File: config.mk
export PLATFORM = sky130hd
export DESIGN_NAME = tracker_pattern_unpacker
export DESIGN_NICKNAME = d
export VERILOG_FILES = /design/src/rtl/core/tpu_pkg.sv /design/src/rtl/core/tpu_parser.sv /design/src/rtl/core/tpu_res_fifo.sv /design/src/rtl/core/tracker_pattern_unpacker.sv
export VERILOG_INCLUDE_DIRS = /design/src /design/src/rtl/core
export SDC_FILE = /design/constraint.sdc
export NUM_CORES = 1
export LEC_CHECK = 0
export ABC_AREA = 0
export BUFFER_PORTS_ARGS = -buffer_cell sky130_fd_sc_hd__buf_2
export CORE_AREA = 4 4 130 257
export CTS_CLUSTER_SIZE = 8
export DETAILED_ROUTE_END_ITERATION = 10
export DIE_AREA = 0 0 134 261
export PLACE_DENSITY = 0.7
export SKIP_LAST_GASP = 1
export SLEW_MARGIN = 15
export SYNTH_ARGS = -nofsm -noshare
export SYNTH_HDL_FRONTEND = slang
export SYNTH_SLANG_ARGS = --single-unit
File: constraint.sdc
create_clock -name clk -period 11.7 [get_ports clk]
set_clock_uncertainty 0.05 [all_clocks]
set_input_delay 1.17 -clock clk [delete_from_list [all_inputs] [get_ports clk]]
set_output_delay 1.17 -clock clk [all_outputs]
set_load 0.05 [all_outputs]
File: src/rtl/core/assert_macros.svh
// assertion macros shared by the rtl of the pattern unpacker
// no dependencies; included by files that carry concurrent checks
`ifndef ASSERT_MACROS_SVH
`define ASSERT_MACROS_SVH

// expression holds at every clock edge outside reset
`define ASSERT_ALWAYS(label, clk, rst_n, expr, msg) \
	label: assert property (@(posedge clk) disable iff (!rst_n) (expr)) \
		else $error(msg);

// antecedent implies consequent in the same cycle
`define ASSERT_IMPLIES(label, clk, rst_n, ante, cons, msg) \
	label: assert property (@(posedge clk) disable iff (!rst_n) (ante) |-> (cons)) \
		else $error(msg);

// antecedent implies consequent in the next cycle
`define ASSERT_NEXT(label, clk, rst_n, ante, cons, msg) \
	label: assert property (@(posedge clk) disable iff (!rst_n) (ante) |=> (cons)) \
		else $error(msg);

`endif

File: src/rtl/core/tpu_pkg.sv
// types, constants and register codes of the tracker pattern unpacker
// no dependencies; imported by every module of the block
package tpu_pkg;

	localparam int unsigned TPU_MAX_ROWS      = 256;
	localparam int unsigned TPU_MAX_STORED_CH = 32;

	localparam int unsigned BYTE_W     = 8;
	localparam int unsigned ROW_W      = 16;
	localparam int unsigned CH_W       = 8;
	localparam int unsigned FIELD_CNT  = 5;
	localparam int unsigned TDATA_W    = 72;
	localparam int unsigned CFG_IDX_W  = 8;
	localparam int unsigned CFG_DATA_W = 16;

	// descriptor decoding
	localparam int unsigned          DESC_FLAG_BIT   = 7;
	localparam logic [FIELD_CNT-1:0] MASK_AFTER_NOTE = 5'h1E;

	// register indexes
	localparam logic [CFG_IDX_W-1:0] REG_SOURCE_ROWS   = 8'd0;
	localparam logic [CFG_IDX_W-1:0] REG_CHANNEL_COUNT = 8'd1;

	localparam logic [ROW_W-1:0] RESET_SOURCE_ROWS   = 16'd64;
	localparam logic [CH_W-1:0]  RESET_CHANNEL_COUNT = 8'd32;

	typedef enum logic {
		KIND_CELL = 1'b0,
		KIND_END  = 1'b1
	} kind_t;

	typedef enum logic {
		STATUS_COMPLETE  = 1'b0,
		STATUS_TRUNCATED = 1'b1
	} status_t;

	typedef struct packed {
		logic [ROW_W-1:0] source_rows;
		logic [CH_W-1:0]  channel_count;
	} cfg_t;

	// cell_bytes[0] note, [1] instrument, [2] volume, [3] effect, [4] parameter
	typedef struct packed {
		kind_t                             kind;
		logic [ROW_W-1:0]                  row_index;
		logic [CH_W-1:0]                   channel_index;
		logic [FIELD_CNT-1:0][BYTE_W-1:0]  cell_bytes;
		logic                              stored;
		status_t                           status;
		logic                              last_result;
	} result_t;

endpackage

File: src/rtl/core/tpu_parser.sv
// byte parser of the pattern unpacker: cell assembly and row/channel position
// depends on tpu_pkg
module tpu_parser import tpu_pkg::*; #(
	parameter int unsigned MAX_ROWS      = TPU_MAX_ROWS,
	parameter int unsigned MAX_STORED_CH = TPU_MAX_STORED_CH
) (
	input  logic              clk,
	input  logic              arst_n,
	input  cfg_t              cfg,
	input  logic              en,
	input  logic [BYTE_W-1:0] data_byte,
	input  logic              last_byte,
	output logic [1:0]        res_cnt,
	output result_t           res_a,
	output result_t           res_b
);

	localparam logic [ROW_W-1:0] MAX_ROWS_L = ROW_W'(MAX_ROWS);
	localparam logic [CH_W-1:0]  MAX_CH_L   = CH_W'(MAX_STORED_CH);

	logic [FIELD_CNT-1:0]             mask_q, mask_nx;
	logic                             in_cell_q, in_cell_nx;
	logic [FIELD_CNT-1:0][BYTE_W-1:0] part_q, part_fill, part_nx;
	logic [ROW_W-1:0]                 row_q, row_nx, row_inc;
	logic [CH_W-1:0]                  ch_q, ch_nx, ch_inc;
	logic                             done_q, done_nx;
	logic                             accepting, finished, complete;
	result_t                          cell_res, end_res;

	assign ch_inc  = ch_q + CH_W'(1);
	assign row_inc = row_q + ROW_W'(1);

	always_comb begin
		accepting  = !done_q && (cfg.channel_count != '0) && (row_q < cfg.source_rows);
		mask_nx    = mask_q;
		in_cell_nx = in_cell_q;
		part_fill  = part_q;
		row_nx     = row_q;
		ch_nx      = ch_q;
		done_nx    = done_q;
		finished   = 1'b0;
		if (accepting) begin
			if (!in_cell_q) begin
				part_fill = '0;
				if (data_byte[DESC_FLAG_BIT]) begin
					mask_nx = data_byte[FIELD_CNT-1:0];
					if (mask_nx == '0) begin
						finished = 1'b1;
					end else begin
						in_cell_nx = 1'b1;
					end
				end else begin
					part_fill[0] = data_byte;
					mask_nx      = MASK_AFTER_NOTE;
					in_cell_nx   = 1'b1;
				end
			end else begin
				// lowest pending field takes the byte
				if (mask_q[0]) begin
					part_fill[0] = data_byte;
					mask_nx[0]   = 1'b0;
				end else if (mask_q[1]) begin
					part_fill[1] = data_byte;
					mask_nx[1]   = 1'b0;
				end else if (mask_q[2]) begin
					part_fill[2] = data_byte;
					mask_nx[2]   = 1'b0;
				end else if (mask_q[3]) begin
					part_fill[3] = data_byte;
					mask_nx[3]   = 1'b0;
				end else if (mask_q[4]) begin
					part_fill[4] = data_byte;
					mask_nx[4]   = 1'b0;
				end
				if (mask_nx == '0) begin
					finished = 1'b1;
				end
			end
		end
		if (finished) begin
			mask_nx    = '0;
			in_cell_nx = 1'b0;
			if ((ch_inc >= cfg.channel_count) || (ch_inc == '0)) begin
				ch_nx  = '0;
				row_nx = row_inc;
				if ((row_inc >= cfg.source_rows) || (row_inc == '0)) begin
					done_nx = 1'b1;
				end
			end else begin
				ch_nx = ch_inc;
			end
		end
		part_nx = finished ? '0 : part_fill;
	end

	always_comb begin
		complete = (cfg.channel_count != '0) && (done_nx || (row_nx >= cfg.source_rows));

		cell_res               = '0;
		cell_res.kind          = KIND_CELL;
		cell_res.row_index     = row_q;
		cell_res.channel_index = ch_q;
		cell_res.cell_bytes    = part_fill;
		cell_res.stored        = (row_q < MAX_ROWS_L) && (ch_q < MAX_CH_L);
		cell_res.status        = STATUS_COMPLETE;
		cell_res.last_result   = !last_byte;

		end_res             = '0;
		end_res.kind        = KIND_END;
		end_res.status      = complete ? STATUS_COMPLETE : STATUS_TRUNCATED;
		end_res.last_result = 1'b1;

		res_cnt = {1'b0, finished} + {1'b0, last_byte};
		res_a   = finished ? cell_res : end_res;
		res_b   = end_res;
	end

	always_ff @(posedge clk or negedge arst_n) begin
		if (!arst_n) begin
			mask_q    <= '0;
			in_cell_q <= 1'b0;
			part_q    <= '0;
			row_q     <= '0;
			ch_q      <= '0;
			done_q    <= 1'b0;
		end else if (en) begin
			if (last_byte) begin
				mask_q    <= '0;
				in_cell_q <= 1'b0;
				part_q    <= '0;
				row_q     <= '0;
				ch_q      <= '0;
				done_q    <= 1'b0;
			end else begin
				mask_q    <= mask_nx;
				in_cell_q <= in_cell_nx;
				part_q    <= part_nx;
				row_q     <= row_nx;
				ch_q      <= ch_nx;
				done_q    <= done_nx;
			end
		end
	end

endmodule

File: src/rtl/core/tpu_res_fifo.sv
// two-entry result queue of the pattunpacker output, takes up to two results a cycle
// depends on tpu_pkg
module tpu_res_fifo import tpu_pkg::*; (
	input  logic       clk,
	input  logic       arst_n,
	input  logic [1:0] push_cnt,
	input  result_t    push_a,
	input  result_t    push_b,
	input  logic       pop,
	output logic [1:0] room,
	output logic       out_valid,
	output result_t    out_res
);

	result_t    ent_q [2];
	logic       wr_ptr_q, rd_ptr_q;
	logic [1:0] cnt_q;

	assign out_valid = (cnt_q != 2'd0);
	assign out_res   = ent_q[rd_ptr_q];
	// slots free this cycle, counting the one being drained
	assign room      = 2'd2 - cnt_q + {1'b0, pop};

	always_ff @(posedge clk) begin
		if (push_cnt != 2'd0) begin
			ent_q[wr_ptr_q] <= push_a;
		end
		if (push_cnt == 2'd2) begin
			ent_q[~wr_ptr_q] <= push_b;
		end
	end

	always_ff @(posedge clk or negedge arst_n) begin
		if (!arst_n) begin
			wr_ptr_q <= 1'b0;
			rd_ptr_q <= 1'b0;
			cnt_q    <= 2'd0;
		end else begin
			wr_ptr_q <= wr_ptr_q ^ push_cnt[0];
			rd_ptr_q <= rd_ptr_q ^ pop;
			cnt_q    <= cnt_q + push_cnt - {1'b0, pop};
		end
	end

endmodule

File: src/rtl/core/tracker_pattern_unpacker.sv
// tracker pattern unpacker top level: input register, parser, result queue
// path: a byte is registered in the input stage, then its results are registered in the result queue
// throughput: one byte per cycle while the result queue has room; a byte that yields a cell and an end status
// sends its two results out one after the other, bounded by the single output port
// reset: asynchronous active low; parser state cleared, source_rows 64, channel_count 32
// depends on tpu_pkg, tpu_parser, tpu_res_fifo, assert_macros.svh
`include "assert_macros.svh"

module tracker_pattern_unpacker import tpu_pkg::*; #(
	parameter int unsigned MAX_ROWS      = TPU_MAX_ROWS,
	parameter int unsigned MAX_STORED_CH = TPU_MAX_STORED_CH
) (
	input  logic                  clk,
	input  logic                  arst_n,

	// packed pattern bytes
	input  logic                  s_axis_tvalid,
	output logic                  s_axis_tready,
	input  logic [BYTE_W-1:0]     s_axis_tdata,  // [7:0] data_byte
	input  logic                  s_axis_tlast,  // last_byte

	// decoded cells and end status
	output logic                  m_axis_tvalid,
	input  logic                  m_axis_tready,
	// [15:0] row_index, [23:16] channel_index, [31:24] note_value,
	// [39:32] instrument, [47:40] volume_column, [55:48] effect_type,
	// [63:56] effect_param, [64] stored, [65] status, [71:66] zero
	output logic [TDATA_W-1:0]    m_axis_tdata,
	output logic                  m_axis_tuser,  // kind
	output logic                  m_axis_tlast,  // last_result

	// register writes
	input  logic                  cfg_valid,
	output logic                  cfg_ready,
	input  logic [CFG_IDX_W-1:0]  cfg_index,
	input  logic [CFG_DATA_W-1:0] cfg_data
);

	localparam logic [ROW_W-1:0] MAX_ROWS_L = ROW_W'(MAX_ROWS);
	localparam logic [CH_W-1:0]  MAX_CH_L   = CH_W'(MAX_STORED_CH);
	localparam int unsigned      PAD_W      = TDATA_W - ROW_W - CH_W - FIELD_CNT * BYTE_W - 2;

	// configuration registers
	logic [ROW_W-1:0] source_rows_q;
	logic [CH_W-1:0]  channel_count_q;
	cfg_t             cfg;

	// input stage
	logic              valid_s1;
	logic [BYTE_W-1:0] data_s1;
	logic              last_s1;

	logic       in_accept, proc, pop;
	logic [1:0] res_cnt, room;
	result_t    res_a, res_b, out_res;

	// terms of the checks at the end
	logic            s1_stall, out_end, end_zero, out_stored, stored_in_range;
	logic [BYTE_W:0] s1_item;

	// writes always taken; an unknown index is dropped
	assign cfg_ready = 1'b1;

	always_ff @(posedge clk or negedge arst_n) begin
		if (!arst_n) begin
			source_rows_q   <= RESET_SOURCE_ROWS;
			channel_count_q <= RESET_CHANNEL_COUNT;
		end else if (cfg_valid && cfg_ready) begin
			case (cfg_index)
				REG_SOURCE_ROWS:   source_rows_q   <= cfg_data[ROW_W-1:0];
				REG_CHANNEL_COUNT: channel_count_q <= cfg_data[CH_W-1:0];
				default:           ;
			endcase
		end
	end

	assign cfg.source_rows   = source_rows_q;
	assign cfg.channel_count = channel_count_q;

	// the byte in the input stage moves on once the queue has room for all its results; room counts
	// the slot freed by this cycle's pop, so the stream keeps one byte a cycle while the queue has room
	assign proc          = valid_s1 && ({1'b0, res_cnt} <= {1'b0, room});
	assign s_axis_tready = !valid_s1 || proc;
	assign in_accept     = s_axis_tvalid && s_axis_tready;

	always_ff @(posedge clk or negedge arst_n) begin
		if (!arst_n) begin
			valid_s1 <= 1'b0;
		end else if (in_accept) begin
			valid_s1 <= 1'b1;
		end else if (proc) begin
			valid_s1 <= 1'b0;
		end
	end

	always_ff @(posedge clk) begin
		if (in_accept) begin
			data_s1 <= s_axis_tdata;
			last_s1 <= s_axis_tlast;
		end
	end

	// parser: descriptor/field decode, cell position, end status
	tpu_parser #(
		.MAX_ROWS      (MAX_ROWS),
		.MAX_STORED_CH (MAX_STORED_CH)
	) u_parser (
		.clk       (clk),
		.arst_n    (arst_n),
		.cfg       (cfg),
		.en        (proc),
		.data_byte (data_s1),
		.last_byte (last_s1),
		.res_cnt   (res_cnt),
		.res_a     (res_a),
		.res_b     (res_b)
	);

	// result queue doubles as the output register
	assign pop = m_axis_tvalid && m_axis_tready;

	tpu_res_fifo u_res_fifo (
		.clk       (clk),
		.arst_n    (arst_n),
		.push_cnt  (proc ? res_cnt : 2'd0),
		.push_a    (res_a),
		.push_b    (res_b),
		.pop       (pop),
		.room      (room),
		.out_valid (m_axis_tvalid),
		.out_res   (out_res)
	);

	assign m_axis_tdata = {PAD_W'(0), out_res.status, out_res.stored, out_res.cell_bytes,
		out_res.channel_index, out_res.row_index};
	assign m_axis_tuser = out_res.kind;
	assign m_axis_tlast = out_res.last_result;

	assign s1_stall        = valid_s1 && !proc;
	assign s1_item         = {last_s1, data_s1};
	assign out_end         = m_axis_tvalid && (out_res.kind == KIND_END);
	assign end_zero        = (out_res.row_index == '0) && (out_res.channel_index == '0) &&
		!out_res.stored;
	assign out_stored      = m_axis_tvalid && out_res.stored;
	assign stored_in_range = (out_res.row_index < MAX_ROWS_L) && (out_res.channel_index < MAX_CH_L);

	// a byte held back in the input stage keeps its contents
	`ASSERT_NEXT(a_s1_hold, clk, arst_n, s1_stall, valid_s1 && $stable(s1_item), "held item changed")
	// end status carries no position
	`ASSERT_IMPLIES(a_end_clean, clk, arst_n, out_end, end_zero, "end status with cell fields set")
	// stored flag only inside the kept window
	`ASSERT_IMPLIES(a_stored_range, clk, arst_n, out_stored, stored_in_range, "stored out of range")

endmodule
==> impl_metrics.ini <==
[drt]
first_iter_violations = 687
final_antenna_net_count = 0
routedWlPerCell_um = 20.6
drt_wl_total_mm = 37.6
drc = 0
via_per_inst = 5.73
vias = 10428
drt-pass1-iter-count = 7

[timing]
finalSetupTns_ns = 0
worstMarginPinSlew_ns = 1.14
relSlewSlack = 0.233
fin_ws_ns = 5.55
rsz0062_at_grt = false
holdWs_ns = 0.397
period_needed_ns = 6.15
setup_viol = 0
maxSlewViolCount = 0
fmaxAchievable_mhz = 163
fin_crit_sh = 0.525
hold_violations = 0

[synthesis]
synth_seq_cells = 245
synth.cell_area_mm2 = 0.0128
yosysWarnings = 0
synth_edf_count = 11
yosysTopAreaCellShare = 0.210
syn_area_per_cell_um2 = 9.74
synth_top_area_cell = dfxtp_1
synthArstFlopShare = 0.408
ys_types = 77
synth_most_common_cell = dfxtp_1
yosysSeqAreaShare = 0.433
syn_inst = 1309
synth_ff_type = dfxtp_1
synth_area_leaders = dfxtp_1 (21%), dfrtp_1 (19%), a22o_1 (8.9%), mux2_2 (6.8%), ha_1 (6.6%)
synth_common_cells = dfxtp_1 (134), a22o_1 (130), nand2_1 (130), dfrtp_1 (98), mux2_2 (77)

[global_routing]
grt_util_all_layers = 0.210
grt.overflow.total = 0
grt_pass1_wl_mm = 58.4
first_global_vias = 10569
grt_max_degree = 69
antenna_found_initial = 0

[cts]
postCtsHoldBufs = 0
clk_path_buf_depth = 3
clk_pin_slew_ns = 0.06
cts_setup_buffers = 0
clk_latency_ns = 0.51
cts_inserted_buffers = 36
ctsResizeCount = 0
root_buffer = clkbuf_16
cts_max_level = 2
clkSinkCount = 245
cts_tree = built

[placement]
dp_hpwl_mm = 26.5
dpl_cell_area_mm2 = 0.0135
port_buffers = 107
routabilityCongestion = 0.954
pre_cts_slack_ns = 5.66

[run]
drv_cap = 0

[pwr]
peakVddDrop_uv = 204
p_leak_nw = 6.72
powerDensity_mw_per_mm2 = 220

[setup_path]
cp.arrival_ns = 6.53
cp-startpoint = u_parser.row_q[9]
critPathLaunchType = flip-flop
cp-endpoint = u_res_fifo.ent_q[1][6]
reg2reg_depth = 18
worst-setup-path-type = flip-flop to flip-flop
cp_max_fo = 37
endpoint_kind = flip-flop
worstPathRequired_ns = 12.08
r2r_start = u_parser.row_q[9]
r2r-end = u_res_fifo.ent_q[1][6]
regToRegSetupSlack_ns = 5.55

[die]
ioPinCount = 115
num_rows = 92
core-area_mm2 = 0.0314
dieArea_mm2 = 0.0350
die_x_um = 134
die_h_um = 261
initial_core_util = 0.406

[cells_and_area]
design_area_mm2 = 0.0146
area_delta_synth_final_pct = 14.1
fill_cells = 2929
drive_gt1_frac = 0.190
fin_nets = 1475
antenna_cells_inserted = 0
final_core_util = 0.463

[min_path]
hold_path.class = flip-flop to flip-flop

[outcome]
status = completed
## how the worst min path moves through the flow
stage,start,slack [ns],cells past startpoint,end
final,u_res_fifo.ent_q[1][61],0.40,2,u_res_fifo.ent_q[1][61]
after detailed placement,u_res_fifo.ent_q[0][4],0.39,2,u_res_fifo.ent_q[0][4]
after global routing,u_res_fifo.ent_q[1][51],0.42,2,u_res_fifo.ent_q[1][51]
after CTS,u_res_fifo.ent_q[0][6],0.40,2,u_res_fifo.ent_q[0][6]
after global placement,u_res_fifo.ent_q[0][4],0.38,2,u_res_fifo.ent_q[0][4]
after floorplan,u_res_fifo.ent_q[0][3],0.37,2,u_res_fifo.ent_q[0][3]
## critical path, cell delays in order (launching register included)
cell       delay [ns]
dfrtp_1          0.72
ha_1             0.36
a21oi_1          0.14
o21ai_0          0.09
a22oi_1          0.49
and4_1           0.27
buf_4            0.37
inv_2            0.19
ha_1             0.48
inv_1            0.11
ha_1             0.29
a2bb2oi_1        0.12
nor3_1           0.61
nand2_1          0.13
buf_4            0.29
nor2_2           0.57
buf_4            0.45
o21ai_0          0.15
a21oi_1          0.15
## power by group
part	internal, mW	switching (mW)
Clock	0.589	0.380
Sequential	0.962	0.169
Combinational	0.335	0.771
Total	1.89	1.32
## state kept, by name, summed over array words and instances (netlist names)
| register | count |
|---|---|
| u_parser.done_q | 1 |
| u_res_fifo.rd_ptr_q | 1 |
| u_res_fifo.cnt_q | 2 |
| u_parser.row_q | 16 |
| u_parser.mask_q | 5 |
| last_s1 | 1 |
| u_res_fifo.ent_q | 136 |
| u_parser.ch_q | 8 |
| u_parser.in_cell_q | 1 |
| data_s1 | 8 |
| u_res_fifo.wr_ptr_q | 1 |
| valid_s1 | 1 |
| channel_count_q | 8 |
| u_parser.part_q | 40 |
| source_rows_q | 16 |
## layer usage
metal	track usage	wire, um	share of wire	vias up
li1	-	-	-	4884
met1	0.214	13400	0.36	5054
met2	0.393	19900	0.53	350
met3	0.0248	1570	0.042	140
met4	0.145	2710	0.072	0
met5	0	0	0	-
## area by class of cell
| type | instances | area [um^2] | area share |
|---|---|---|---|
| Timing Repair Buffer | 121 | 643 | 0.0442 |
| Clock inverter | 3 | 22.5 | 0.00155 |
| Tap cell | 423 | 529 | 0.0364 |
| Clock buffer | 62 | 1020 | 0.0701 |
| Multi-Input combinational cell | 917 | 6640 | 0.456 |
| Inverter | 49 | 184 | 0.0126 |
| Sequential cell | 245 | 5520 | 0.379 |
## cells in the final DEF (no fill, tap or decap), drive strengths merged, types with 10 or more instances in the layout
cell type	count
a21o	10
dfxtp	134
nand4	19
mux2	78
and2	10
nor4	11
o21ai	67
mux2i	38
edfxtp	11
nand3	51
inv	51
clkbuf	62
a22o	130
a21oi	46
buf	121
nor3	20
dfrtp	98
nor2	79
xnor2	31
nand2	132
ha	67
## metrics by stage
step / std cells / power [mW]
2_1_floorplan: 1314 / 1.91
3_3_place_gp: 1755 / 2.21
3_5_place_dp: 1755 / 2.24
4_1_cts: 1820 / 3.22
5_1_grt: 1820 / 3.36
6_report: 1820 / 3.21
## cell families (layout without fill, tap and decap cells)
kind of cell	count (synthesis)	count (layout)	share of synthesized area
flip-flops	245	245	0.433
AO/OA/AOI/OAI	331	331	0.193
buffers and inverters	152	235	0.0507
XOR/XNOR	39	39	0.0268
AND/OR/NAND/NOR	356	356	0.131
adder cells (fa/ha/maj)	68	68	0.0665
other	2	7	0.000589
multiplexers	116	116	0.0990
Note: power is estimated with default switching activity, not from simulation.
